$ cat config.mk
export PLATFORM = sky130hd
export DESIGN_NAME = dollar_quoted_string_scanner
export DESIGN_NICKNAME = d
export VERILOG_FILES = /design/src/dqs_scan_pkg.sv /design/src/dqs_scan_ram.sv /design/src/dollar_quoted_string_scanner.sv
export SDC_FILE = /design/constraint.sdc
export NUM_CORES = 1
export LEC_CHECK = 0
export BUFFER_PORTS_ARGS = -buffer_cell sky130_fd_sc_hd__buf_4
export CAP_MARGIN = 20
export CORE_MARGIN = 5
export CORE_UTILIZATION = 40
export DETAILED_ROUTE_END_ITERATION = 8
export GPL_TIMING_DRIVEN = 1
export SKIP_LAST_GASP = 1
export SLEW_MARGIN = 20
export SYNTH_ARGS = -nofsm -noshare
export SYNTH_HDL_FRONTEND = slang
export SYNTH_SLANG_ARGS = --single-unit
export TNS_END_PERCENT = 100
$ cat constraint.sdc
create_clock -name i_clk -period 5.5 [get_ports i_clk]
set_clock_uncertainty 0.2 [all_clocks]
set_input_delay 0.55 -clock i_clk [delete_from_list [all_inputs] [get_ports i_clk]]
set_output_delay 0.55 -clock i_clk [all_outputs]
set_load 0.01 [all_outputs]
$ cat src/dqs_scan_pkg.sv
`default_nettype none
// ----------------------------------------------------------------------------
// Dollar-quoted string scanner package
// Shared phase type, status codes, byte constants and character-class
// helpers for the dollar-quoted string scanner.
// ----------------------------------------------------------------------------
package dqs_scan_pkg;

    // Default upper bound on stored tag characters.
    localparam int MAX_TAG_CHARS_DEF = 63;

    // Width of the reported tag length field.
    localparam int TAG_LEN_OUT_W = 6;

    // Scan phase of the current attempt.
    typedef enum logic [2:0] {
        PH_IDLE  = 3'd0,
        PH_SPACE = 3'd1,
        PH_TAG   = 3'd2,
        PH_BODY  = 3'd3,
        PH_MATCH = 3'd4
    } t_phase;

    // Result status codes.
    localparam logic [2:0] ST_SKIP   = 3'd0;
    localparam logic [2:0] ST_TAKEN  = 3'd1;
    localparam logic [2:0] ST_DONE   = 3'd2;
    localparam logic [2:0] ST_REJECT = 3'd3;
    localparam logic [2:0] ST_IDLE   = 3'd4;

    // Byte constants.
    localparam logic [7:0] CH_NUL    = 8'h00;
    localparam logic [7:0] CH_DOLLAR = 8'h24;
    localparam logic [7:0] CH_SPACE  = 8'h20;
    localparam logic [7:0] CH_TAB    = 8'h09;
    localparam logic [7:0] CH_LF     = 8'h0A;
    localparam logic [7:0] CH_CR     = 8'h0D;
    localparam logic [7:0] CH_HIGH   = 8'h80;

    // Whitespace skipped before the opening dollar sign.
    function automatic logic is_space(input logic [7:0] b);
        return (b == CH_SPACE) || (b == CH_TAB) || (b == CH_LF) || (b == CH_CR);
    endfunction

    // A letter, an underscore or a byte with the top bit set may open a tag.
    function automatic logic starts_tag(input logic [7:0] b);
        return ((b >= 8'h61) && (b <= 8'h7A)) || ((b >= 8'h41) && (b <= 8'h5A)) ||
               (b == 8'h5F) || (b >= CH_HIGH);
    endfunction

    // Later tag characters may also be decimal digits.
    function automatic logic continues_tag(input logic [7:0] b);
        return starts_tag(b) || ((b >= 8'h30) && (b <= 8'h39));
    endfunction

endpackage
`default_nettype wire

$ cat src/dqs_scan_ram.sv
`default_nettype none
// ----------------------------------------------------------------------------
// Generic single-write, single-read RAM
// One write port and one read port with registered read data.
// ----------------------------------------------------------------------------
module dqs_scan_ram #(
    parameter int WIDTH  = 8,
    parameter int DEPTH  = 63,
    parameter int ADDR_W = (DEPTH > 1) ? $clog2(DEPTH) : 1
) (
    input  wire logic              i_clk,
    input  wire logic              i_wr_en,
    input  wire logic [ADDR_W-1:0] i_wr_addr,
    input  wire logic [WIDTH-1:0]  i_wr_data,
    input  wire logic [ADDR_W-1:0] i_rd_addr,
    output logic      [WIDTH-1:0]  o_rd_data
);

    logic [WIDTH-1:0] r_mem [DEPTH];

    // Write port.
    always_ff @(posedge i_clk) begin
        if (i_wr_en) begin
            r_mem[i_wr_addr] <= i_wr_data;
        end
    end

    // Registered read port.
    always_ff @(posedge i_clk) begin
        o_rd_data <= r_mem[i_rd_addr];
    end

endmodule
`default_nettype wire

$ cat src/dollar_quoted_string_scanner.sv
`default_nettype none
// A result is registered in the output stage, or in the skid entry while the output is held, before o_valid shows it.
// Throughput: one byte per cycle while o_ready is high; the loop that sets it
// is the phase and match index update, which also addresses the tag store so
// its registered read is ready for the next byte.
// A two-entry output stage keeps input ready high while one result waits.
// Reset (i_rst_n low, synchronous) returns to idle with no scan active.
// ----------------------------------------------------------------------------
// Dollar-quoted string scanner
// Consumes one byte per transfer and tracks a $tag$ ... $tag$ token, giving
// one status result per byte.
// ----------------------------------------------------------------------------
module dollar_quoted_string_scanner #(
    parameter int MAX_TAG_CHARS = dqs_scan_pkg::MAX_TAG_CHARS_DEF
) (
    input  wire logic       i_clk,
    input  wire logic       i_rst_n,
    input  wire logic       i_valid,
    output logic            o_ready,
    input  wire logic [7:0] i_byte_value,
    input  wire logic       i_start_scan,
    input  wire logic       i_token_allowed,
    output logic            o_valid,
    input  wire logic       i_ready,
    output logic [2:0]      o_status,
    output logic [dqs_scan_pkg::TAG_LEN_OUT_W-1:0] o_tag_length_seen
);
    import dqs_scan_pkg::*;

    localparam int CW = $clog2(MAX_TAG_CHARS + 1);
    localparam int AW = (MAX_TAG_CHARS > 1) ? $clog2(MAX_TAG_CHARS) : 1;
    localparam int LW = TAG_LEN_OUT_W;

    // Scan state.
    t_phase         r_phase,        n_phase;
    logic [CW-1:0]  r_tag_length,   n_tag_length;
    logic [CW-1:0]  r_match_index,  n_match_index;

    // Tag store ports.
    logic           wr_en;
    logic [AW-1:0]  wr_addr;
    logic [7:0]     rd_data;

    // Result of the byte in flight.
    logic [2:0]     new_status;
    logic [LW-1:0]  new_len;
    logic           in_xfer;

    // Output stage and skid entry.
    logic           r_out_valid;
    logic [2:0]     r_out_status;
    logic [LW-1:0]  r_out_len;
    logic           r_skid_valid;
    logic [2:0]     r_skid_status;
    logic [LW-1:0]  r_skid_len;
    logic           out_free;

    assign o_ready  = !r_skid_valid;
    assign in_xfer  = i_valid && o_ready;
    assign out_free = !r_out_valid || i_ready;

    // Tag store, read every cycle at the match index of the next byte.
    dqs_scan_ram #(
        .WIDTH (8),
        .DEPTH (MAX_TAG_CHARS),
        .ADDR_W(AW)
    ) u_tag_store (
        .i_clk    (i_clk),
        .i_wr_en  (wr_en),
        .i_wr_addr(wr_addr),
        .i_wr_data(i_byte_value),
        .i_rd_addr(n_match_index[AW-1:0]),
        .o_rd_data(rd_data)
    );

    // Per-byte scan step: next phase, counters, tag write and status.
    always_comb begin
        t_phase          ph;
        logic [CW-1:0]   tl;
        logic [CW-1:0]   mi;
        logic [2:0]      st;
        logic            body;
        logic            tag_char;
        logic [CW+LW-1:0] len_ext;

        ph       = r_phase;
        tl       = r_tag_length;
        mi       = r_match_index;
        st       = ST_IDLE;
        body     = 1'b0;
        tag_char = 1'b0;
        len_ext  = '0;
        wr_en    = 1'b0;
        wr_addr  = r_tag_length[AW-1:0];
        new_len  = '0;

        if (in_xfer) begin
            if (i_start_scan) begin
                tl = '0;
                mi = '0;
                ph = i_token_allowed ? PH_SPACE : PH_IDLE;
            end

            if (i_start_scan && !i_token_allowed) begin
                st = ST_REJECT;
            end else if (ph == PH_IDLE) begin
                st = ST_IDLE;
            end else begin
                unique case (ph)
                    PH_SPACE: begin
                        if (is_space(i_byte_value)) begin
                            st = ST_SKIP;
                        end else if (i_byte_value == CH_DOLLAR) begin
                            ph = PH_TAG;
                            st = ST_TAKEN;
                        end else begin
                            ph = PH_IDLE;
                            st = ST_REJECT;
                        end
                    end
                    PH_TAG: begin
                        tag_char = (tl == '0) ? starts_tag(i_byte_value)
                                              : continues_tag(i_byte_value);
                        if (tag_char) begin
                            if (tl >= CW'(MAX_TAG_CHARS)) begin
                                ph = PH_IDLE;
                                st = ST_REJECT;
                            end else begin
                                wr_en   = 1'b1;
                                wr_addr = tl[AW-1:0];
                                tl      = tl + CW'(1);
                                st      = ST_TAKEN;
                            end
                        end else if (i_byte_value == CH_DOLLAR) begin
                            ph = PH_BODY;
                            st = ST_TAKEN;
                        end else begin
                            ph = PH_IDLE;
                            st = ST_REJECT;
                        end
                    end
                    PH_BODY: begin
                        body = 1'b1;
                    end
                    PH_MATCH: begin
                        if ((mi < tl) && (i_byte_value == rd_data)) begin
                            mi = mi + CW'(1);
                            st = ST_TAKEN;
                        end else if ((mi == tl) && (i_byte_value == CH_DOLLAR)) begin
                            ph = PH_IDLE;
                            st = ST_DONE;
                        end else begin
                            body = 1'b1;
                        end
                    end
                    default: begin
                        st = ST_IDLE;
                    end
                endcase

                // Ordinary body byte, including a mismatch seen again.
                if (body) begin
                    if (i_byte_value == CH_NUL) begin
                        ph = PH_IDLE;
                        st = ST_REJECT;
                    end else if (i_byte_value == CH_DOLLAR) begin
                        mi = '0;
                        ph = PH_MATCH;
                        st = ST_TAKEN;
                    end else begin
                        ph = PH_BODY;
                        st = ST_TAKEN;
                    end
                end

                len_ext = {{LW{1'b0}}, tl};
                new_len = len_ext[LW-1:0];
            end
        end

        new_status    = st;
        n_phase       = ph;
        n_tag_length  = tl;
        n_match_index = mi;
    end

    // Scan state registers.
    always_ff @(posedge i_clk) begin
        if (!i_rst_n) begin
            r_phase       <= PH_IDLE;
            r_tag_length  <= '0;
            r_match_index <= '0;
        end else begin
            r_phase       <= n_phase;
            r_tag_length  <= n_tag_length;
            r_match_index <= n_match_index;
        end
    end

    // Output stage control: the skid entry fills only while the output is held.
    always_ff @(posedge i_clk) begin
        if (!i_rst_n) begin
            r_out_valid  <= 1'b0;
            r_skid_valid <= 1'b0;
        end else if (out_free) begin
            r_out_valid  <= r_skid_valid || in_xfer;
            r_skid_valid <= 1'b0;
        end else if (in_xfer) begin
            r_skid_valid <= 1'b1;
        end
    end

    // Output stage payload.
    always_ff @(posedge i_clk) begin
        if (out_free) begin
            if (r_skid_valid) begin
                r_out_status <= r_skid_status;
                r_out_len    <= r_skid_len;
            end else begin
                r_out_status <= new_status;
                r_out_len    <= new_len;
            end
        end else if (in_xfer) begin
            r_skid_status <= new_status;
            r_skid_len    <= new_len;
        end
    end

    assign o_valid           = r_out_valid;
    assign o_status          = r_out_status;
    assign o_tag_length_seen = r_out_len;

endmodule
`default_nettype wire
==> results.yml, run 1 <==
outcome:
  outcome: "finished, final reports clean"
place:
  gp_congestion: 0.924
  placed_area_sq_um: 24200
  dp_hpwl_mm: 41.9
  portBuffers: 24
  place_ws_ns: 0.445
sta:
  worst_pin_slew_ns: 1.03
  fmax_mhz: 204
  max_slew_margin_pct: 31.1
  setup_viol: 0
  timing.final.ws_setup_ns: 0.593
  finalCriticalPeriod_ns: 4.91
  fin_setup_tns_ns: 0
  whs_ns: 0.0897
  post-route-period-util_pct: 89.2
  drv_slew: 0
  hold_violations: 0
  rsz0062_at_grt: "no"
yosys:
  synthXorXnorAreaFrac_pct: 0.419
  ys_warn_count: 0
  synthAdderAreaFrac_pct: 0.489
  synth_async_sr_flop_share_pct: 0
  synth_top_family_by_area: "simple AND/OR/NAND/NOR gates"
  yosysUniqueCellTypes: 71
  synth_cells: 1804
  synth_top_area_share_pct: 68.1
  syn_nets: 1827
  synth-edff-count: 522
  synthSimpleGateAreaFrac_pct: 15.6
  synth_seq_cells: 547
  synth_top_flop_cell: "edfxtp_1"
  synth.area.top_cells: "edfxtp_1 68%, nand2_1 6.3%, nand3_1 2.6%, dfxtp_1 2.2%, a211oi_1 2.2%"
  synth_compound_area_share_pct: 9.50
  synthMuxAreaShare_pct: 0.745
  synth-seq-area-share_pct: 70.3
  yosys.area.top_type: "edfxtp_1"
  synthesis.area_sq_um: 23000
  syn_avg_cell_area_sq_um: 12.8
global_routing:
  overflow: 0
  grt_max_degree: 64
  busiest_layer: "met2"
  grtUsageTotal_pct: 20.8
  grt_pass1_vias: 15000
  antenna_found_initial: 2
  grt_pass1_wl_mm: 99.4
  met2_usage_pct: 32.8
  grt_use_met3_pct: 3.92
  met1_usage_pct: 29.4
clock_network:
  cts_buffer_depth: 3
  cts_tree: "yes"
  cts_resized: 0
  clk_pin_slew_worst_paths_ns: 0.06
  cts-hold-fix-buffers: 0
  clockRootBuffer: "clkbuf_16"
  clock-sinks: 547
  clkLatencyLatePin_ns: 0.60
  cts_max_level: 2
  cts_setup_buffers: 0
  numCtsBuffers: 55
die:
  initial_core_util_pct: 40.1
  core_area_sq_um: 57400
  dieArea_sq_um: 62500
  rows: 88
  die_width_um: 250
  die_h_um: 250
  pin_count: 25
detailed_routing:
  drt_first_iter_violations: 1832
  ant_nets: 0
  drt-pass1-iter-count: 5
  vias: 15500
  drc: 0
  wl_per_cell_um: 25.2
  viasPerCell: 5.86
  routed_wirelength_mm: 66.7
cells_and_area:
  areaGrowthSynthToFinish_pct: 12.9
  fin_nets: 1854
  final_cell_area_sq_um: 26000
  drive_gt1_share_pct: 10.6
pwr:
  power_mw: 8.35
  power.leakage_nw: 8.69
  power.density_nw_per_um2: 321
  ir_worst_vdd_v: 0.000257
setup_path:
  crit_arrival_ns: 5.20
  crit_path_start_kind: "register"
  critPathKind: "reg -> reg"
  crit_path_max_fanout: 47
  cp.required_ns: 5.79
  critPathCaptureType: "register"
flow_run:
  drv_cap: 0
hold_path:
  hold_class: "in -> reg"
path summary, 6_finish.rpt:
kind | start | endpoint | slack [ns] | depth (start not counted)
setup / recovery | r_tag_length[1]$_SDFFE_PN0P_ | u_tag_store.o_rd_data[0]$_DFF_P_ | 0.59 | 13
hold / removal | i_valid | o_valid$_SDFFE_PN0P_ | 0.09 | 3
setup reg to reg | r_tag_length[1]$_SDFFE_PN0P_ | u_tag_store.o_rd_data[0]$_DFF_P_ | 0.59 | 13
hold reg to reg | r_skid_len[5]$_DFFE_PP_ | o_tag_length_seen[5]$_DFFE_PP_ | 0.32 | 2
cells in the mapped netlist, drive strengths merged, types with 4 or more instances:
master and n:
a211oi 67, a21boi 16, a21o 4, a21oi 20
a22oi 5, a311oi 53, a31oi 41, a32oi 15
and2 11, and3 69, and4 5, buf 86
clkbuf 43, dfxtp 25, edfxtp 522, ha 9
inv 15, mux2i 16, nand2 390, nand2b 10
nand3 119, nand3b 7, nand4 11, nor2 99
nor2b 13, nor3 14, nor4 10, o21ai 28
o221a 4, o221ai 6, o31ai 5, or3 7
or4 4, xnor2 7, xor2 4
flip-flops by register name, summed over array words and instances (netlist names):
register               count
u_tag_store.r_mem        504
u_tag_store.o_rd_data      8
o_tag_length_seen          6
r_match_index              6
r_skid_len                 6
r_tag_length               6
o_status                   3
r_phase                    3
r_skid_status              3
o_valid                    1
r_skid_valid               1
layout by cell type, fill, tap and decap left out, types with 6 or more instances in the layout:
| cell type | instances |
|---|---|
| o21ai_0 | 28 |
| and3_1 | 69 |
| o221ai_1 | 6 |
| clkinv_2 | 7 |
| nor3_1 | 14 |
| buf_4 | 91 |
| inv_1 | 15 |
| or3_1 | 7 |
| a32oi_1 | 14 |
| xnor2_1 | 7 |
| clkbuf_16 | 58 |
| nand3_1 | 119 |
| nand4_1 | 11 |
| mux2i_1 | 16 |
| nor2b_1 | 13 |
| a311oi_1 | 53 |
| clkinv_1 | 9 |
| ha_1 | 9 |
| nor2_1 | 99 |
| buf_12 | 8 |
| a31oi_1 | 41 |
| a21boi_0 | 16 |
| nor4_1 | 7 |
| clkbuf_1 | 15 |
| and2_1 | 9 |
| nand2b_1 | 10 |
| a21oi_1 | 20 |
| nand2_1 | 388 |
| nand3b_1 | 7 |
| edfxtp_1 | 522 |
| clkbuf_8 | 7 |
| a211oi_1 | 66 |
| dfxtp_1 | 25 |
critical path: stages, from the launching register on:
cell	delay, ns
dfxtp_1	0.50
nor2b_1	0.32
inv_1	0.11
ha_1	0.32
nand2b_1	0.08
a21oi_1	0.11
nor4_4	0.53
a2111o_1	0.31
and2_4	0.62
buf_4	0.40
a311oi_1	0.13
o21ai_0	0.54
o311ai_0	0.31
o211a_1	0.28
metal layers:
layer,up-vias,wire [um]
met4,2,1980
met3,123,5960
met5,-,13
met1,7685,27800
met2,790,30900
li1,6881,-
stage by stage:
step,utilization (%),cells
6_report,45.3,2640
4_1_cts,45.3,2639
2_1_floorplan,-,1804
3_5_place_dp,42.3,2539
5_1_grt,45.3,2639
3_3_place_gp,42.3,2539
where the power goes:
group          switching (mW)  internal (mW)  total (mW)
sequential            0.00240           4.56        4.57
clock                    1.53           2.10        3.64
combinational           0.116         0.0293       0.145
total                    1.65           6.70        8.35
kinds of logic (layout without fill, tap and decap cells):
group,Yosys count,in the layout
AO/OA/AOI/OAI,293,293
XOR/XNOR,11,11
adder cells (fa/ha/maj),9,9
buffers and inverters,144,214
flip-flops,547,547
multiplexers,17,17
other,0,1
AND/OR/NAND/NOR,783,783
cell type report:
class / count / area [sq um]
Fill cell: 5149 / 31400
Sequential cell: 547 / 16200
Multi-Input combinational cell: 1113 / 6210
Clock buffer: 80 / 1600
Tap cell: 765 / 957
Timing Repair Buffer: 99 / 843
Clock inverter: 20 / 145
Inverter: 15 / 56.3
Antenna cell: 1 / 2.50
Note: power is estimated with default switching activity, not from simulation.
==> inputs of run 2 (changes only) <==
Settings changed: CORE_ASPECT_RATIO from default to 1.1, RECOVER_POWER from default to 25, REMOVE_ABC_BUFFERS from default to 1.
==> results.yml, run 2 (synthesis results as in run 1) <==
global_routing:
  grt_max_degree: 56
  antenna_found_initial: 0
  grt_pass1_wl_mm: 97.4
  grt_pass1_vias: 14800
  overflow: 0
  grtUsageTotal_pct: 20.6
setup_path:
  cp_top_family: "simple AND/OR/NAND/NOR gates"
  crit_arrival_ns: 5.51
  worstSetupPathDepth: 12
  rrSetupSlack_ns: 0.52
  crit_path_top_delay_cell: "clkbuf_1"
  path_buf_inv: 2
  cp.required_ns: 5.84
  cpPeakStageDelay_ns: 1.06
  critPathCaptureType: "register"
  reg2reg_depth: 14
  crit_path_max_fanout: 43
  critPathKind: "in -> reg"
  crit_path_start_kind: "input pin"
  path_cells: "clkbuf_1 > xnor2_1 > nand4_1 > nor4_4 > a211o_2 > and2_4 > buf_12 > nand3_1 > o221a_2 > a21boi_0 > o221ai_1 > and4_1"
flow_run:
  drv_cap: 4
sta:
  max_slew_margin_pct: -85.3
  drv_slew: 169
  timing.final.ws_setup_ns: 0.338
  setup_viol: 0
  rsz0062_at_grt: "no"
  post-route-period-util_pct: 93.8
  worst_pin_slew_ns: 2.78
  hold_violations: 0
  fmax_mhz: 194
  finalCriticalPeriod_ns: 5.16
  whs_ns: 0.0774
cells_and_area:
  final_common_cell: "edfxtp_1"
  largestRegisters: "u_tag_store.r_mem: 504 flops, u_tag_store.o_rd_data: 8 flops"
  fin_util_pct: 45.5
  largest_reg_flops: 504
  fin_nets: 1856
  top_register: "u_tag_store.r_mem"
  final_cells: 2626
  n_antenna_cell: 0
  drive_gt1_share_pct: 10.6
  multiInputGateArea_sq_um: 6230
  areaGrowthSynthToFinish_pct: 13.0
  nFillCells: 5032
  layout_common_cells: "522 x edfxtp_1, 388 x nand2_1, 119 x nand3_1, 99 x nor2_1, 83 x buf_4"
  regArea_sq_um: 16200
detailed_routing:
  ant_nets: 0
  wl_per_cell_um: 24.8
  drc: 0
  viasPerCell: 5.87
  routed_wirelength_mm: 65.1
  drt-pass1-iter-count: 5
  vias: 15400
  drt_first_iter_violations: 1764
clock_network:
  cts_max_level: 2
  clock-sinks: 547
  clk_pin_slew_worst_paths_ns: 0.07
  clkLatencyLatePin_ns: 0.61
  clockRootBuffer: "clkbuf_16"
  cts_tree: "yes"
  cts-hold-fix-buffers: 0
  numCtsBuffers: 53
  cts_buffer_depth: 3
  cts_setup_buffers: 0
  cts_resized: 0
die:
  die_h_um: 262
  rows: 92
  die_width_um: 239
  dieArea_sq_um: 62500
  core_area_sq_um: 57200
  pin_count: 25
  initial_core_util_pct: 40.2
place:
  place_ws_ns: 0.316
  dpl.cell_count: 2530
  gp_congestion: 0.873
  dp_hpwl_mm: 40.3
  portBuffers: 24
hold_path:
  min_path_cells: 3
  hold_class: "in -> reg"
pwr:
  power.density_nw_per_um2: 325
  ir_worst_vdd_v: 0.000224
  power.leakage_nw: 8.70
outcome:
  violations: "max-capacitance violations, max-slew violations"
  outcome: "finished with violations"
[run 2: tightest hold or removal path, stage by stage]
cell and delay, ns:
buf_4 0.09, nor2_1 0.04, a21boi_0 0.15
[run 2: metrics by stage]
stage                     cell area, sq um  power [mW]  TNS, ns
after floorplan                      22400        4.68    -9.28
after global placement               24300        4.79        0
after detailed placement             24300        4.79        0
after CTS                            26100        8.50        0
after global routing                 26000        8.66        0
final                                26000        8.45        0
[run 2: area by class of cell]
type | count | share of cell area (%)
Sequential cell | 547 | 62.2
Multi-Input combinational cell | 1113 | 23.9
Clock buffer | 67 | 5.62
Tap cell | 752 | 3.62
Timing Repair Buffer | 103 | 3.25
Clock inverter | 29 | 1.22
Inverter | 15 | 0.216
[run 2: per-layer routing]
layer  share of wire [%]  vias up  GRT usage, %
li1                    -     6864             -
met1                  41     7696          28.4
met3                 7.6      119          2.74
met2                  48      726          33.8
met5                   0        -             0
met4                 3.2        0          7.10
[run 2: path summary, 6_finish.rpt]
kind | end | startpoint
hold reg to reg | o_status[0]$_DFFE_PP_ | r_skid_status[0]$_DFFE_PP_
setup reg to reg | u_tag_store.o_rd_data[3]$_DFF_P_ | r_tag_length[1]$_SDFFE_PN0P_
setup / recovery | u_tag_store.o_rd_data[3]$_DFF_P_ | i_byte_value[2]
hold / removal | o_valid$_SDFFE_PN0P_ | i_valid
[run 2: where the power goes]
group	switching (mW)	leakage, nW	internal, mW	total, mW
registers	0.00213	4.91	4.57	4.57
clock network	1.55	0.881	2.20	3.75
logic	0.108	2.91	0.0254	0.134
